[config.mk]
export PLATFORM = sky130hd
export DESIGN_NAME = line_fold_at_blanks
export DESIGN_NICKNAME = d
export VERILOG_FILES = /design/src/rtl/lfb_pkg.sv /design/src/rtl/line_fold_at_blanks.sv /design/src/rtl/lfb_cmd_queue.sv /design/src/rtl/lfb_front.sv /design/src/rtl/lfb_back.sv
export SDC_FILE = /design/constraint.sdc
export NUM_CORES = 1
export LEC_CHECK = 0
export BUFFER_PORTS_ARGS = -buffer_cell sky130_fd_sc_hd__buf_2
export CAP_MARGIN = 10
export CORE_MARGIN = 4
export CORE_UTILIZATION = 40
export CTS_CLUSTER_DIAMETER = 80
export DETAILED_ROUTE_END_ITERATION = 6
export MAX_ROUTING_LAYER = met4
export PLACE_DENSITY = 0.53
export SETUP_SLACK_MARGIN = 0.2
export SKIP_CTS_REPAIR_TIMING = 1
export SLEW_MARGIN = 15
export SYNTH_ARGS = -nofsm -noshare
export SYNTH_HDL_FRONTEND = slang
export SYNTH_SLANG_ARGS = --single-unit
[constraint.sdc]
create_clock -name aclk -period 8.41 [get_ports aclk]
set_input_delay 1.682 -clock aclk [delete_from_list [all_inputs] [get_ports aclk]]
set_output_delay 1.682 -clock aclk [all_outputs]
set_load 0.02 [all_outputs]
[src/rtl/lfb_pkg.sv]
`timescale 1ns / 1ps
// ----------------------------------------------------------------------------
// lfb_pkg: shared types and constants for the line folder
// Buffer geometry, character codes, the command word passed from the
// classifier to the emitter, and the tab remainder table.
// ----------------------------------------------------------------------------
package lfb_pkg;

    localparam int BUF_DEPTH   = 64;
    localparam int TAB_WIDTH   = 8;
    localparam int QUEUE_DEPTH = 4;

    localparam int ADDR_W  = $clog2(BUF_DEPTH);
    localparam int PTR_W   = ADDR_W + 1;
    localparam int LEN_W   = $clog2(BUF_DEPTH + 1);
    localparam int COL_W   = $clog2(BUF_DEPTH + TAB_WIDTH + 1);
    localparam int REM_W   = $clog2(TAB_WIDTH + 1);
    localparam int QADDR_W = $clog2(QUEUE_DEPTH);
    localparam int QPTR_W  = QADDR_W + 1;
    localparam int FW_W    = 6;

    localparam logic [7:0] CH_NL    = 8'd10;
    localparam logic [7:0] CH_TAB   = 8'd9;
    localparam logic [7:0] CH_BLANK = 8'd32;

    localparam int          FOLD_WIDTH_RST = 20;
    localparam logic        REG_FOLD_WIDTH = 1'b0;

    typedef logic [PTR_W-1:0] ptr_t;

    // one emit job: len buffered characters from start, then a newline
    typedef struct packed {
        ptr_t             start;
        logic [LEN_W-1:0] len;
    } cmd_t;

    typedef struct packed {
        logic              en;
        logic [ADDR_W-1:0] addr;
        logic [7:0]        data;
    } mem_wr_t;

    typedef enum logic [1:0] {
        BK_IDLE,
        BK_READ,
        BK_CHAR,
        BK_NL
    } back_state_t;

    // column modulo tab width, worked out at elaboration
    typedef logic [REM_W-1:0] rem_tab_t [1 << COL_W];

    function automatic rem_tab_t build_tab_rem();
        rem_tab_t t;
        for (int i = 0; i < (1 << COL_W); i++) begin
            t[i] = REM_W'(i % TAB_WIDTH);
        end
        return t;
    endfunction

    localparam rem_tab_t TAB_REM = build_tab_rem();

endpackage

[src/rtl/line_fold_at_blanks.sv]
`timescale 1ns / 1ps
// ----------------------------------------------------------------------------
// line_fold_at_blanks: text line folder
// Folds a byte stream at a programmable column, preferring the last blank.
// ----------------------------------------------------------------------------
// Usage
//   Input channel (s_*): one character word per handshake. Output channel
//   (m_*): the folded text, one character word per handshake;
//   m_last_of_run marks the final word caused by one input character.
//   APB port: register 0 at byte address 0 is fold_width (6 bits, reset 20).
//   Write it only while the block is idle.
// Throughput
//   Input is taken at one word per cycle while the job queue (4 deep) and
//   the 64-entry segment memory have room. A character that does not fold
//   produces nothing. A fold or newline posts a job; the emitter takes it
//   from the queue when idle and sends each buffered character as a memory
//   read, then a show, and then the newline. The emitter never overlaps a
//   read with a show and finishes one job before it takes the next.
// Reset and stall
//   aresetn (synchronous, active low) empties the segment, the queue and
//   the emitter; memory contents are left as they are. If the receiver
//   stalls, the emitter holds its word, jobs pile up in the queue, and
//   s_ready drops once the queue or the segment memory is full.
// ----------------------------------------------------------------------------
module line_fold_at_blanks (
    input  logic        aclk,
    input  logic        aresetn,
    // input characters
    input  logic        s_valid,
    output logic        s_ready,
    input  logic [7:0]  s_in_char,
    // output characters
    output logic        m_valid,
    input  logic        m_ready,
    output logic [7:0]  m_out_char,
    output logic        m_last_of_run,
    // configuration
    input  logic        psel,
    input  logic        penable,
    input  logic        pwrite,
    input  logic [2:0]  paddr,
    input  logic [31:0] pwdata,
    output logic [31:0] prdata,
    output logic        pready
);
    import lfb_pkg::*;

    logic [FW_W-1:0] fold_width_reg;
    logic            reg_hit;

    cmd_t    cmd_data, q_head;
    mem_wr_t mem_wr;
    ptr_t    back_ptr;
    logic    cmd_push, q_full, q_pop, q_empty;

    // ---- configuration register ----
    // Word-aligned decode; address bits below the word are ignored.
    assign pready  = 1'b1;
    assign reg_hit = (paddr[2] == REG_FOLD_WIDTH);
    assign prdata  = reg_hit ? 32'(fold_width_reg) : '0;

    always_ff @(posedge aclk) begin
        if (!aresetn) begin
            fold_width_reg <= FW_W'(FOLD_WIDTH_RST);
        end else if (psel && penable && pwrite && pready && reg_hit) begin
            fold_width_reg <= pwdata[FW_W-1:0];
        end
    end

    // ---- front: classify each character, store all but newlines, post emit jobs ----
    lfb_front u_front (
        .aclk       (aclk),
        .aresetn    (aresetn),
        .fold_width (fold_width_reg),
        .s_valid    (s_valid),
        .s_ready    (s_ready),
        .s_in_char  (s_in_char),
        .back_ptr   (back_ptr),
        .q_full     (q_full),
        .cmd_push   (cmd_push),
        .cmd_data   (cmd_data),
        .mem_wr     (mem_wr)
    );

    // ---- job queue: decouples the two halves ----
    lfb_cmd_queue u_queue (
        .aclk      (aclk),
        .aresetn   (aresetn),
        .push      (cmd_push),
        .push_data (cmd_data),
        .full      (q_full),
        .pop       (q_pop),
        .head_data (q_head),
        .empty     (q_empty)
    );

    // ---- back: replay jobs from segment memory onto the output ----
    // back_ptr tells the front how far the memory has been drained, so
    // entries cut from the segment are not overwritten before they are sent.
    lfb_back u_back (
        .aclk          (aclk),
        .aresetn       (aresetn),
        .mem_wr        (mem_wr),
        .q_empty       (q_empty),
        .q_head        (q_head),
        .q_pop         (q_pop),
        .back_ptr      (back_ptr),
        .m_valid       (m_valid),
        .m_ready       (m_ready),
        .m_out_char    (m_out_char),
        .m_last_of_run (m_last_of_run)
    );

endmodule

[src/rtl/lfb_cmd_queue.sv]
`timescale 1ns / 1ps
// ----------------------------------------------------------------------------
// lfb_cmd_queue: emit job queue
// Small FIFO of emit jobs between the classifier and the emitter.
// ----------------------------------------------------------------------------
module lfb_cmd_queue (
    input  logic          aclk,
    input  logic          aresetn,
    input  logic          push,
    input  lfb_pkg::cmd_t push_data,
    output logic          full,
    input  logic          pop,
    output lfb_pkg::cmd_t head_data,
    output logic          empty
);
    import lfb_pkg::*;

    cmd_t              entry_reg [QUEUE_DEPTH];
    logic [QPTR_W-1:0] wr_ptr_reg, wr_ptr_next;
    logic [QPTR_W-1:0] rd_ptr_reg, rd_ptr_next;

    assign empty     = (wr_ptr_reg == rd_ptr_reg);
    assign full      = (wr_ptr_reg[QADDR_W-1:0] == rd_ptr_reg[QADDR_W-1:0]) &&
                       (wr_ptr_reg[QADDR_W] != rd_ptr_reg[QADDR_W]);
    assign head_data = entry_reg[rd_ptr_reg[QADDR_W-1:0]];

    always_comb begin
        wr_ptr_next = wr_ptr_reg;
        rd_ptr_next = rd_ptr_reg;
        if (push && !full) begin
            wr_ptr_next = wr_ptr_reg + QPTR_W'(1);
        end
        if (pop && !empty) begin
            rd_ptr_next = rd_ptr_reg + QPTR_W'(1);
        end
    end

    always_ff @(posedge aclk) begin
        if (!aresetn) begin
            wr_ptr_reg <= '0;
            rd_ptr_reg <= '0;
        end else begin
            wr_ptr_reg <= wr_ptr_next;
            rd_ptr_reg <= rd_ptr_next;
        end
    end

    always_ff @(posedge aclk) begin
        if (push && !full) begin
            entry_reg[wr_ptr_reg[QADDR_W-1:0]] <= push_data;
        end
    end

endmodule

[src/rtl/lfb_front.sv]
`timescale 1ns / 1ps
// ----------------------------------------------------------------------------
// lfb_front: character classifier
// Tracks column, segment head/tail and the last blank; stores each
// character but a newline, and posts an emit job on a fold or a newline.
// ----------------------------------------------------------------------------
module lfb_front (
    input  logic                           aclk,
    input  logic                           aresetn,
    input  logic [lfb_pkg::FW_W-1:0]       fold_width,
    input  logic                           s_valid,
    output logic                           s_ready,
    input  logic [7:0]                     s_in_char,
    input  lfb_pkg::ptr_t                  back_ptr,
    input  logic                           q_full,
    output logic                           cmd_push,
    output lfb_pkg::cmd_t                  cmd_data,
    output lfb_pkg::mem_wr_t               mem_wr
);
    import lfb_pkg::*;

    ptr_t             head_reg, head_next;
    ptr_t             tail_reg, tail_next;
    logic [COL_W-1:0] col_reg, col_next;
    logic             lb_valid_reg, lb_valid_next;
    ptr_t             lb_ptr_reg, lb_ptr_next;

    logic             is_nl, is_tab, is_bl;
    logic [COL_W-1:0] w_eff, ncol;
    logic [LEN_W-1:0] seg_len;
    ptr_t             occ;
    logic             buf_full, fold, accept;

    assign is_nl  = (s_in_char == CH_NL);
    assign is_tab = (s_in_char == CH_TAB);
    assign is_bl  = is_tab || (s_in_char == CH_BLANK);

    // effective width: at least one past a tab stop, at most the buffer
    always_comb begin
        w_eff = COL_W'(fold_width);
        if (w_eff <= COL_W'(TAB_WIDTH)) begin
            w_eff = COL_W'(TAB_WIDTH + 1);
        end
        if (w_eff > COL_W'(BUF_DEPTH)) begin
            w_eff = COL_W'(BUF_DEPTH);
        end
    end

    assign ncol = is_tab ? (col_reg + COL_W'(TAB_WIDTH) - COL_W'(TAB_REM[col_reg]))
                         : (col_reg + COL_W'(1));
    assign fold = !is_nl && (ncol >= w_eff);

    assign seg_len  = LEN_W'(tail_reg - head_reg);
    assign occ      = tail_reg - back_ptr;
    assign buf_full = (occ == PTR_W'(BUF_DEPTH));
    assign s_ready  = !q_full && !buf_full;
    assign accept   = s_valid && s_ready;

    always_comb begin
        head_next     = head_reg;
        tail_next     = tail_reg;
        col_next      = col_reg;
        lb_valid_next = lb_valid_reg;
        lb_ptr_next   = lb_ptr_reg;
        cmd_push      = 1'b0;
        cmd_data      = '0;
        mem_wr        = '0;
        if (accept) begin
            if (is_nl) begin
                cmd_push       = 1'b1;
                cmd_data.start = head_reg;
                cmd_data.len   = seg_len;
                head_next      = tail_reg;
                col_next       = '0;
                lb_valid_next  = 1'b0;
            end else begin
                mem_wr.en   = 1'b1;
                mem_wr.addr = tail_reg[ADDR_W-1:0];
                mem_wr.data = s_in_char;
                tail_next   = tail_reg + PTR_W'(1);
                if (fold) begin
                    cmd_push       = 1'b1;
                    cmd_data.start = head_reg;
                    lb_valid_next  = 1'b0;
                    if (seg_len == '0) begin
                        // lone character reaching the width goes out by itself
                        cmd_data.len = LEN_W'(1);
                        head_next    = tail_reg + PTR_W'(1);
                        col_next     = '0;
                    end else if (is_bl) begin
                        cmd_data.len  = seg_len;
                        head_next     = tail_reg;
                        col_next      = is_tab ? COL_W'(TAB_WIDTH) : COL_W'(1);
                        lb_valid_next = 1'b1;
                        lb_ptr_next   = tail_reg;
                    end else if (lb_valid_reg && (lb_ptr_reg != head_reg)) begin
                        // break after the last blank; the tail holds no blank
                        cmd_data.len = LEN_W'(lb_ptr_reg - head_reg + PTR_W'(1));
                        head_next    = lb_ptr_reg + PTR_W'(1);
                        col_next     = COL_W'(tail_reg - lb_ptr_reg);
                    end else begin
                        cmd_data.len = seg_len;
                        head_next    = tail_reg;
                        col_next     = COL_W'(1);
                    end
                end else begin
                    col_next = ncol;
                    if (is_bl) begin
                        lb_valid_next = 1'b1;
                        lb_ptr_next   = tail_reg;
                    end
                end
            end
        end
    end

    always_ff @(posedge aclk) begin
        if (!aresetn) begin
            head_reg     <= '0;
            tail_reg     <= '0;
            col_reg      <= '0;
            lb_valid_reg <= 1'b0;
        end else begin
            head_reg     <= head_next;
            tail_reg     <= tail_next;
            col_reg      <= col_next;
            lb_valid_reg <= lb_valid_next;
        end
    end

    always_ff @(posedge aclk) begin
        lb_ptr_reg <= lb_ptr_next;
    end

endmodule

[src/rtl/lfb_back.sv]
`timescale 1ns / 1ps
// ----------------------------------------------------------------------------
// lfb_back: segment emitter
// Holds the segment memory; replays each emit job as buffered
// characters followed by a newline on the output channel.
// ----------------------------------------------------------------------------
module lfb_back (
    input  logic             aclk,
    input  logic             aresetn,
    input  lfb_pkg::mem_wr_t mem_wr,
    input  logic             q_empty,
    input  lfb_pkg::cmd_t    q_head,
    output logic             q_pop,
    output lfb_pkg::ptr_t    back_ptr,
    output logic             m_valid,
    input  logic             m_ready,
    output logic [7:0]       m_out_char,
    output logic             m_last_of_run
);
    import lfb_pkg::*;

    logic [7:0]       mem [BUF_DEPTH];
    logic [7:0]       rd_data_reg;
    back_state_t      state_reg, state_next;
    ptr_t             rd_ptr_reg, rd_ptr_next;
    logic [LEN_W-1:0] remain_reg, remain_next;
    logic             rd_en;

    assign back_ptr = rd_ptr_reg;

    always_comb begin
        state_next    = state_reg;
        rd_ptr_next   = rd_ptr_reg;
        remain_next   = remain_reg;
        q_pop         = 1'b0;
        rd_en         = 1'b0;
        m_valid       = 1'b0;
        m_out_char    = rd_data_reg;
        m_last_of_run = 1'b0;
        unique case (state_reg)
            BK_IDLE: begin
                if (!q_empty) begin
                    q_pop       = 1'b1;
                    rd_ptr_next = q_head.start;
                    remain_next = q_head.len;
                    state_next  = (q_head.len == '0) ? BK_NL : BK_READ;
                end
            end
            BK_READ: begin
                rd_en      = 1'b1;
                state_next = BK_CHAR;
            end
            BK_CHAR: begin
                m_valid = 1'b1;
                if (m_ready) begin
                    rd_ptr_next = rd_ptr_reg + PTR_W'(1);
                    remain_next = remain_reg - LEN_W'(1);
                    state_next  = (remain_reg == LEN_W'(1)) ? BK_NL : BK_READ;
                end
            end
            BK_NL: begin
                m_valid       = 1'b1;
                m_out_char    = CH_NL;
                m_last_of_run = 1'b1;
                if (m_ready) begin
                    state_next = BK_IDLE;
                end
            end
            default: begin
                state_next = BK_IDLE;
            end
        endcase
    end

    always_ff @(posedge aclk) begin
        if (!aresetn) begin
            state_reg  <= BK_IDLE;
            rd_ptr_reg <= '0;
            remain_reg <= '0;
        end else begin
            state_reg  <= state_next;
            rd_ptr_reg <= rd_ptr_next;
            remain_reg <= remain_next;
        end
    end

    always_ff @(posedge aclk) begin
        if (mem_wr.en) begin
            mem[mem_wr.addr] <= mem_wr.data;
        end
        if (rd_en) begin
            rd_data_reg <= mem[rd_ptr_reg[ADDR_W-1:0]];
        end
    end

endmodule
# After elaboration in Yosys (flattened, before gate mapping)
# Memory sizes are Yosys's and may differ from the RTL's. A register that Yosys moved wholly into a read port is not among the register bits.
# Index checks and enable logic that the tools add are counted.
[totals] ramBits=568 mem_count=3 rom_bits=512 elab_cells=139 ff_bits=57
[mem_list] memory="(name not given)" words=128 width=4 read_ports=1 rd_ports_with_merged_regs=0 write_ports=0 line_no="lfb_front.sv:49" text="assign ncol = is_tab ? (col_reg + COL_W'(TAB_WIDTH) - COL_W'(TAB_REM[col_reg]))"
[mem_list] memory="u_back.mem" words=64 width=8 read_ports=1 rd_ports_with_merged_regs=1 write_ports=1 line_no="lfb_back.sv:22" text="logic [7:0] mem [BUF_DEPTH];"
[mem_list] memory="u_queue.entry_reg" words=4 width=14 read_ports=1 rd_ports_with_merged_regs=1 write_ports=1 line_no="lfb_cmd_queue.sv:18" text="cmd_t entry_reg [QUEUE_DEPTH];"
[classes] n_lt_le_gt_ge=4 n_addsub=14 eq_ne=16 mux=60 bitwise=3 reduce_logical=28
[op_table] op="$mux W7" n=22
[op_table] op="$mux W14" n=3
[op_table] op="$add A7 B1 Y7 const B" n=5
[op_table] op="$mux W15" n=2
[op_table] op="$pmux W7 S2" n=2
[op_table] op="$sub A7 B7 Y7" n=4
[op_table] op="$mux W1" n=17
[op_table] op="$eq A8 B4 Y1 const B" n=2
[op_table] op="$logic_not A7 Y1" n=2
[op_table] op="$mux W2" n=7
[op_table] op="$mux W4" n=3
[op_table] op="$mux W6" n=2
[op_table] op="$logic_and A1 B1 Y1" n=10
[op_table] op="$reduce_and A3 Y1" n=3
[op_table] op="$eq A8 B6 Y1 const B" n=1
[op_table] op="$ge A8 B8 Y1 const B" n=1
[op_table] op="$mux W8" n=1
[op_table] op="$ne A2 B2 Y1 const B" n=4
[op_table] op="$not A7 Y8" n=1
[op_table] op="$pmux W2 S4" n=1
[op_table] op="$add A7 B4 Y7 const B" n=1
[op_table] op="$eq A7 B1 Y1 const B" n=1
[op_table] op="$eq A7 B7 Y1 const B" n=1
[op_table] op="$ge A7 B7 Y1" n=1
[op_table] op="other kinds (19)" n=28

# Depth between registers and ports, before layout
# Gate-level depths: netlist of the first run.
[logic_depth] depth_word=14 ltp_mapped=14 mapped_depth_nobuf=13

# Cells and area by module
# A second synthesis of the first run with hierarchy kept.
[unflattened] cells_unflattened=1739 area_unflattened_um2=27771.6
[modules_own_cells] module="lfb_back" n_inst=1 cells_per_inst=1115 area_each_um2=21287.9 seq_area_each_um2=15935.3
[modules_own_cells] module="lfb_front" n_inst=1 cells_per_inst=421 area_each_um2=3373.2 seq_area_each_um2=650.6
[modules_own_cells] module="lfb_cmd_queue" n_inst=1 cells_per_inst=141 area_each_um2=2587.5 seq_area_each_um2=1841.8
[modules_own_cells] module="line_fold_at_blanks" n_inst=1 cells_per_inst=62 area_each_um2=523.0 seq_area_each_um2=120.1

# Least setup slack after synthesis of the first run
# Ideal clock, no wire load.
[synth_path] path_type="in2reg" startpoint="in s_in_char[4]" endpoint="reg u_front.lb_ptr_reg[0] (enable)" n_path_buf=0 cell_stages=8 slack_ns=3.299 t_arrival_ns=4.726 path_cell_list="or4_4 -> or3_4 -> o21ai_0 -> ha_1 -> and3_1 -> a2111oi_0 -> mux2i_1 -> a211oi_1"
[synth_between] elab_chain_cells=6
[synth_lines] element="from (decl)" line_no="line_fold_at_blanks.sv:31" text="input logic [7:0] s_in_char,"
[synth_lines] element="$eq A8 B4 Y1" line_no="lfb_front.sv:35" text="assign is_tab = (s_in_char == CH_TAB);"
[synth_lines] element="$mux W7" line_no="lfb_front.sv:49"
[synth_lines] element="$ge A7 B7 Y1" line_no="lfb_front.sv:51" text="assign fold = !is_nl && (ncol >= w_eff);"
[synth_lines] element="$logic_and A1 B1 Y1" line_no="lfb_front.sv:51"
[synth_lines] element="$ne A2 B2 Y1 (no line)"
[synth_lines] element="$reduce_and A3 Y1 (no line) *"
[synth_lines] element="to (signal assigned)" line_no="lfb_front.sv:132" text="lb_ptr_reg <= lb_ptr_next;"
[synth_lines] element="to (decl)" line_no="lfb_front.sv:26" text="ptr_t lb_ptr_reg, lb_ptr_next;"
# Every way passes the cells marked *; elsewhere a longest branch is shown, timed or not.
# A chain may end at the register's enable or synchronous reset.

==> metrics.md, run 1 <==
| Metric | Value |
|---|---|
| Primary FF master, synth | edfxtp_1 |
| Area share of the largest cell type after synthesis | roughly 65% |
| First-pass GRT wire length | slightly below 100 mm |
| Final clock skew | 0.0220 ns |
| Nets | 1705 |
| Chip Width | 268 um |
| Mapped Area | between 20000 and 30000 um^2 |
| TritonCTS clock tree | built |
| CP startpoint kind | input pin |
| Critical path endpoint | u_queue.entry_reg[1][5]$_DFFE_PP_ |
| CP max FO | 6 |
| Tmin final | 5.24 ns |
| Power density over the cells | 321 nW/um^2 |
| # port buffers | 38 |
| Max-slew violation count | 0 |
| Max FFs per register | just over 500 |
| Drt wl/cell | between 20 and 30 um |
| HP Class | reg -> reg |
| Hold depth | 2 |
| Num rows | 95 |
| Initial Utilization | between 40% and 50% |
| CP endpoint kind | flip-flop |
| R2R depth | 11 |
| Worst Path Required | between 8 and 9 ns |
| Die area | 72000 um^2 |
| Max Buffers Root-to-Sink | 3 |
| # IOs | 94 |
| DP HPWL | a little under 40 mm |
| Core area | roughly 67000 um^2 |
| PnR Total Power | between 0.009 and 0.01 W |
| Die height | 268 um |
| Final setup vio count | 0 |
| CP startpoint | s_in_char[4] |
| Initial antenna violation count | 1 |
| CTS clk-pin slew, worst paths | around 0.06 ns |
| Fmax | 191 MHz |
| 1st-pass router iterations | 5 |
| Diode count | 0 |
| Routability cong. | ~0.84 |
| Vias after detailed routing | 14180 |
| Setup_tns | 0 ns |
| Crit-path slowest cell | or4_4 |
| Worst-skew pair later-pin latency | 0.61 ns |
| Unrepaired setup endpoints after global routing | false |
| Mapped Cells | roughly 1500 |
| Avg Cell Area, Syn | 17.5 um^2 |
| Fin crit share | roughly 62% |
| WP data arrival | between 5 and 6 ns |
| Yosys reg bits | 635 |
| Cell variety after synth | 70 |
| Outcome | finished, final reports clean |
| Final Hold Fails | 0 |
| Origin of the critical flop-to-flop path | u_back.back_ptr[4]$_SDFFE_PN0P_ |
| Sequential-to-total area share from yosys stat | between 60% and 70% |
| Num CTS Buffers | between 60 and 70 |
| Number of enable flip-flop cells after synthesis | a little under 600 |
| Global Route Usage Sum | approximately a fifth |
| Critical register-to-register path endpoint | u_back.mem[39][6]$_DFFE_PP_ |
| Area contributors post-synth | edfxtp_1 65%, mux4_2 15%, dfxtp_1 3.8% |
| Max rail drop VDD | 0.000216 V |
| Post-synth ARST share | 0% |
| DRC | 0 |
| Root Buffer Master | clkbuf_16 |
| Post-Route WL | between 60 and 70 mm |
| Final Util | between 40% and 50% |
| Synth area leader | edfxtp_1 |
| # H-tree levels | 3 |
| Vias/cell | around 5.6 |
| DR iter-0 viols | between 1000 and 1500 |
| Area grow syn2layout | 11.8% |
| Vias in the first global route | roughly 14000 |
| Setup Crit Path Kind | in -> reg |
| Least-Margin Pin Slew | 1.02 ns |
| Largest net degree at the start of global routing | 65 |
| Gr ovfl total | 0 |
| Hold WS | around 0.52 ns |
| Relative slew margins | approximately a third |
| Crit path cell chain | buf_2 > or4_4 > nor3_1 > a31oi_1 > xnor2_1 > ha_1 > and3_1 > a2111oi_0 > mux2_4 > a211oi_1 > o21ai_0 > o22ai_1 |
| Leakage | just under 10 nW |
| Share of layout cells above drive strength 1 | between 20 and 25% |
| Final ANT Viol Nets | 0 |
| Max-Cap Viols | 0 |
| Flop2flop setup slack | 3.21 ns |
| Clock Sinks | between 600 and 700 |
| Yosys Warn Count | 0 |
| FILL cells | 5747 |
| CP peak stage delay | roughly 0.56 ns |
[through the flow]
step | area [um^2] | worst slack [ns] | std cells
6_report | 30300 | 3.17 | 2524
5_1_grt | 30300 | 2.73 | 2524
4_1_cts | 30300 | 3.16 | 2524
3_5_place_dp | 28200 | 2.50 | 2404
3_3_place_gp | 28200 | 2.69 | 2404
2_1_floorplan | 27200 | 3.30 | 1572
[power by group]
| group | switching, W | internal [W] |
|---|---|---|
| clock | 0.00122 | 0.00166 |
| combinational | 0.00169 | 0.00121 |
| sequential | 0.000186 | 0.00376 |
[how the worst min path moves through the flow]
stage	startpoint	endpoint	slack, ns
CTS	u_back.remain_reg[1]$_SDFFE_PN0P_	u_back.remain_reg[1]$_SDFFE_PN0P_	0.53
global route	u_back.remain_reg[5]$_SDFFE_PN0P_	u_back.remain_reg[5]$_SDFFE_PN0P_	0.56
floorplan	u_front.tail_reg[6]$_SDFFE_PN0P_	u_front.lb_ptr_reg[6]$_DFFE_PP_	0.40
global placement	u_back.remain_reg[1]$_SDFFE_PN0P_	u_back.remain_reg[1]$_SDFFE_PN0P_	0.51
finish	u_back.remain_reg[1]$_SDFFE_PN0P_	u_back.remain_reg[1]$_SDFFE_PN0P_	0.52
detailed placement	u_back.remain_reg[1]$_SDFFE_PN0P_	u_back.remain_reg[1]$_SDFFE_PN0P_	0.52
[worst max-delay path, delay by kind of cell]
family                   cells  cell delay [ns]
AO/OA/AOI/OAI                5             1.58
AND/OR/NAND/NOR              3             1.27
adder cells (fa/ha/maj)      1             0.28
XOR/XNOR                     1             0.27
multiplexers                 1             0.31
buffers and inverters        1             0.10
[synth_stat cells (all sizes together), types with 27 or more instances]
| library cell | n |
|---|---|
| clkbuf | 61 |
| nand3 | 27 |
| buf | 46 |
| mux4 | 182 |
| nor2 | 121 |
| edfxtp | 583 |
| a21oi | 41 |
| inv | 44 |
| o21ai | 37 |
| nand2 | 37 |
| ha | 51 |
| dfxtp | 52 |
[area by class of cell]
type	count	area [um^2]	area share, %
clock inverters	38	335	1.11
well taps	873	1090	3.60
flip-flops and latches	635	18600	61.2
inverters	44	165	0.544
multi-input cells	786	8010	26.4
clock buffers	82	1780	5.85
repair buffers	66	400	1.32
[metal layers]
layer,up-vias,global-route usage (%),part of all wire [%]
met5,-,-,0
met4,0,5.57,2.3
met3,100,2.99,6.1
met2,432,28.7,48
met1,7403,26.8,44
li1,6245,-,-
[placed cells by master, fill, tap and decap left out, types with 22 or more instances in the layout]
master | synthesis | routed
nand2_1 | 37 | 37
nor2_1 | 121 | 121
o21ai_0 | 37 | 36
buf_2 | 3 | 38
buf_4 | 27 | 28
nand3_1 | 27 | 27
xnor2_1 | 22 | 22
conb_1 | 2 | 27
dfxtp_1 | 52 | 49
inv_1 | 42 | 42
edfxtp_1 | 583 | 583
mux4_2 | 182 | 182
ha_1 | 51 | 51
a21oi_1 | 41 | 41
clkbuf_16 | 0 | 69
[logic make-up after synthesis]
| family | after synthesis | synth area share, % |
|---|---|---|
| and+or+nand+nor | 305 | 5.62 |
| AOI/OAI and AO/OA | 173 | 4.21 |
| adders and majority gates | 54 | 2.57 |
| other | 2 | 0.0277 |
| muxes | 191 | 15.5 |
| buffers and inverters | 151 | 2.48 |
| DFF | 635 | 68.4 |
| xor gates and xnor gates | 36 | 1.22 |
Note: power is estimated with default switching activity, not from simulation.
==> run 2, diff against run 1 <==
--- a/config.mk
+++ b/config.mk
@@ -12,7 +12,7 @@
 export CTS_CLUSTER_DIAMETER = 80
 export DETAILED_ROUTE_END_ITERATION = 6
 export MAX_ROUTING_LAYER = met4
-export PLACE_DENSITY = 0.53
+export PLACE_DENSITY = 0.56
 export SETUP_SLACK_MARGIN = 0.2
 export SKIP_CTS_REPAIR_TIMING = 1
 export SLEW_MARGIN = 15
==> constraint.sdc (replaced) <==
create_clock -name aclk -period 4.7 [get_ports aclk]
set_input_delay 0.94 -clock aclk [delete_from_list [all_inputs] [get_ports aclk]]
set_output_delay 0.94 -clock aclk [all_outputs]
set_load 0.02 [all_outputs]
==> run 2 against run 1 <==
Worst hold slack improved by 0.0016 ns. Non-clock buffer count rose by 31. Sequential power up 75%.
==> metrics.md, run 2 (synthesis results as in run 1) <==
| Metric | Value |
|---|---|
| Outcome | finished, final reports clean |
| Final ANT Viol Nets | 0 |
| Most common cell after layout, fill and taps aside | edfxtp_1 |
| DP Area | 28500 um^2 |
| Num CTS Buffers | 68 |
| FILL cells | around 5700 |
| Core area | between 60000 and 70000 um^2 |
| # H-tree levels | 3 |
| CP max FO | 11 |
| TritonCTS clock tree | built |
| Diode count | 0 |
| Fmax | roughly 240 MHz |
| Num rows | 95 |
| Final clock skew | 0.0255 ns |
| Relative slew margins | between 30% and 40% |
| CP startpoint kind | flip-flop |
| Vias in the first global route | 14301 |
| Initial antenna violation count | 0 |
| Most frequent cells in the layout | 583 x edfxtp_1, 182 x mux4_2, 121 x nor2_1, 69 x clkbuf_16, 54 x buf_4 |
| Final Hold Fails | 0 |
| Placed insts | 2435 |
| Vias/cell | roughly 5.7 |
| Max rail drop VDD | around 0.00044 V |
| Vias after detailed routing | between 10000 and 15000 |
| Global Route Usage Sum | between 10% and 20% |
| 1st-pass router iterations | 5 |
| # port buffers | 38 |
| Unrepaired setup endpoints after global routing | false |
| Post-Route WL | ~64 mm |
| Area grow syn2layout | 12.9% |
| Switching portion of total power | between 30% and 40% |
| Sw power | roughly 0.0054 W |
| Setup Crit Path Kind | reg -> reg |
| CP endpoint kind | flip-flop |
| DR iter-0 viols | 1182 |
| PnR Total Power | around 0.017 W |
| DRC | 0 |
| Routability cong. | 0.815 |
| Fin crit share | between 80 and 90% |
| Clock power share | between 20% and 30% |
| Chip Width | around 270 um |
| Nets | roughly 1700 |
| # IOs | 94 |
| Gr ovfl total | 0 |
| Register area | about 19000 um^2 |
| Die height | roughly 270 um |
| Die area | 72000 um^2 |
| WP data arrival | around 4.4 ns |
| Tmin final | ~4.2 ns |
| HP Start | u_back.remain_reg[1]$_SDFFE_PN0P_ |
| Drt wl/cell | roughly 25 um |
| Non-filler cells in the finished layout | roughly 2600 |
| Flop2flop setup slack | 0.54 ns |
| Max Buffers Root-to-Sink | 3 |
| Initial Utilization | about two fifths |
| Power density over the cells | approximately 570 nW/um^2 |
| Least-Margin Pin Slew | 1.01 ns |
| Root Buffer Master | clkbuf_16 |
| Origin of the critical flop-to-flop path | u_front.tail_reg[5]$_SDFFE_PN0P_ |
| Max FFs per register | 512 |
| Hold WS | between 0.5 and 0.6 ns |
| Comb pwr share | between 30 and 40% |
| Hold depth | 2 |
| Critical register-to-register path endpoint | u_back.mem[51][0]$_DFFE_PP_ |
| Max-Cap Viols | 0 |
| Cell-internal power | approximately 0.012 W |
| Worst-skew pair later-pin latency | a little over 0.6 ns |
| Share of layout cells above drive strength 1 | a little under a quarter |
| HP Class | reg -> reg |
| Worst Path Required | a little under 5 ns |
| DP HPWL | around 40 mm |
| Final setup vio count | 0 |
| Largest net degree at the start of global routing | about 130 |
| R2R depth | 9 |
| Clock Sinks | between 600 and 700 |
| Final instance area | 30600 um^2 |
| Leakage | ~10 nW |
| Hold endpoint | u_back.remain_reg[1]$_SDFFE_PN0P_ |
| Sequential share of power | about two fifths |
| Area occupied by multi-input gates | around 8000 um^2 |
| CTS clk-pin slew, worst paths | ~0.06 ns |
| Max-slew violation count | 0 |
| First-pass GRT wire length | between 90 and 100 mm |
run 2: changes by cell type in the layout (fill, tap and decap cells not counted), moves of 2 or more:
cell	delta
clkinv_1	-8
clkbuf_1	+4
buf_4	+26
clkinv_8	+2
buf_12	+5
run 2: through the flow:
| step | utilization (%) | worst slack, ns | TNS (ns) |
|---|---|---|---|
| after floorplan | - | 0.331 | 0 |
| after global placement | 42.5 | -0.0239 | -0.604 |
| after detailed placement | 42.5 | -0.00293 | -0.0312 |
| after CTS | 45.6 | 0.483 | 0 |
| after global routing | 45.6 | 0.331 | 0 |
| final | 45.6 | 0.542 | 0 |
run 2: worst max path at each step:
stage | depth (start not counted) | slack, ns | start | end
6_report | 9 | 0.54 | u_front.tail_reg[5]$_SDFFE_PN0P_ | u_back.mem[51][0]$_DFFE_PP_
5_1_grt | 9 | 0.33 | u_front.tail_reg[5]$_SDFFE_PN0P_ | u_back.mem[51][5]$_DFFE_PP_
4_1_cts | 9 | 0.48 | u_front.tail_reg[5]$_SDFFE_PN0P_ | u_back.mem[49][5]$_DFFE_PP_
3_5_place_dp | 12 | -0.003 | s_in_char[4] | u_queue.entry_reg[1][10]$_DFFE_PP_
3_3_place_gp | 12 | -0.02 | s_in_char[4] | u_queue.entry_reg[3][10]$_DFFE_PP_
2_1_floorplan | 8 | 0.33 | s_in_char[4] | u_front.lb_ptr_reg[0]$_DFFE_PP_
run 2: metal layers:
layer | share of wire [%] | vias to the layer above | GRT usage, %
met5 | 0 | - | -
met4 | 1.8 | 0 | 4.65
met2 | 48 | 429 | 28.2
met1 | 45 | 7607 | 26.1
met3 | 5.0 | 80 | 2.34
li1 | - | 6332 | -
run 2: layout make-up:
cell class                 instances  area share [%]
clock buffer                      86            5.84
clock inverter                    31            1.05
multi-input combinational        786            26.1
inverter                          44           0.539
sequential                       635            60.6
timing repair buffer              97            2.27
tap                              873            3.57
run 2: critical path, cell delays in order (launching register included):
cell	delay [ns]
dfxtp_1	0.58
ha_1	0.36
a21oi_1	0.16
a21o_1	0.12
a2111oi_0	0.07
buf_4	0.15
a31oi_2	0.25
nand2_1	0.37
or4_1	0.84
nor2_1	0.86
run 2: power groups by stage:
| stage | clock network [W] | registers [W] | logic, W |
|---|---|---|---|
| 6_report | 0.00517 | 0.00690 | 0.00525 |
| 3_5_place_dp | 0 | 0.00702 | 0.00530 |
| 4_1_cts | 0.00528 | 0.00690 | 0.00532 |
| 5_1_grt | 0.00552 | 0.00693 | 0.00567 |
| 2_1_floorplan | 0 | 0.00696 | 0.00373 |
| 3_3_place_gp | 0 | 0.00701 | 0.00527 |
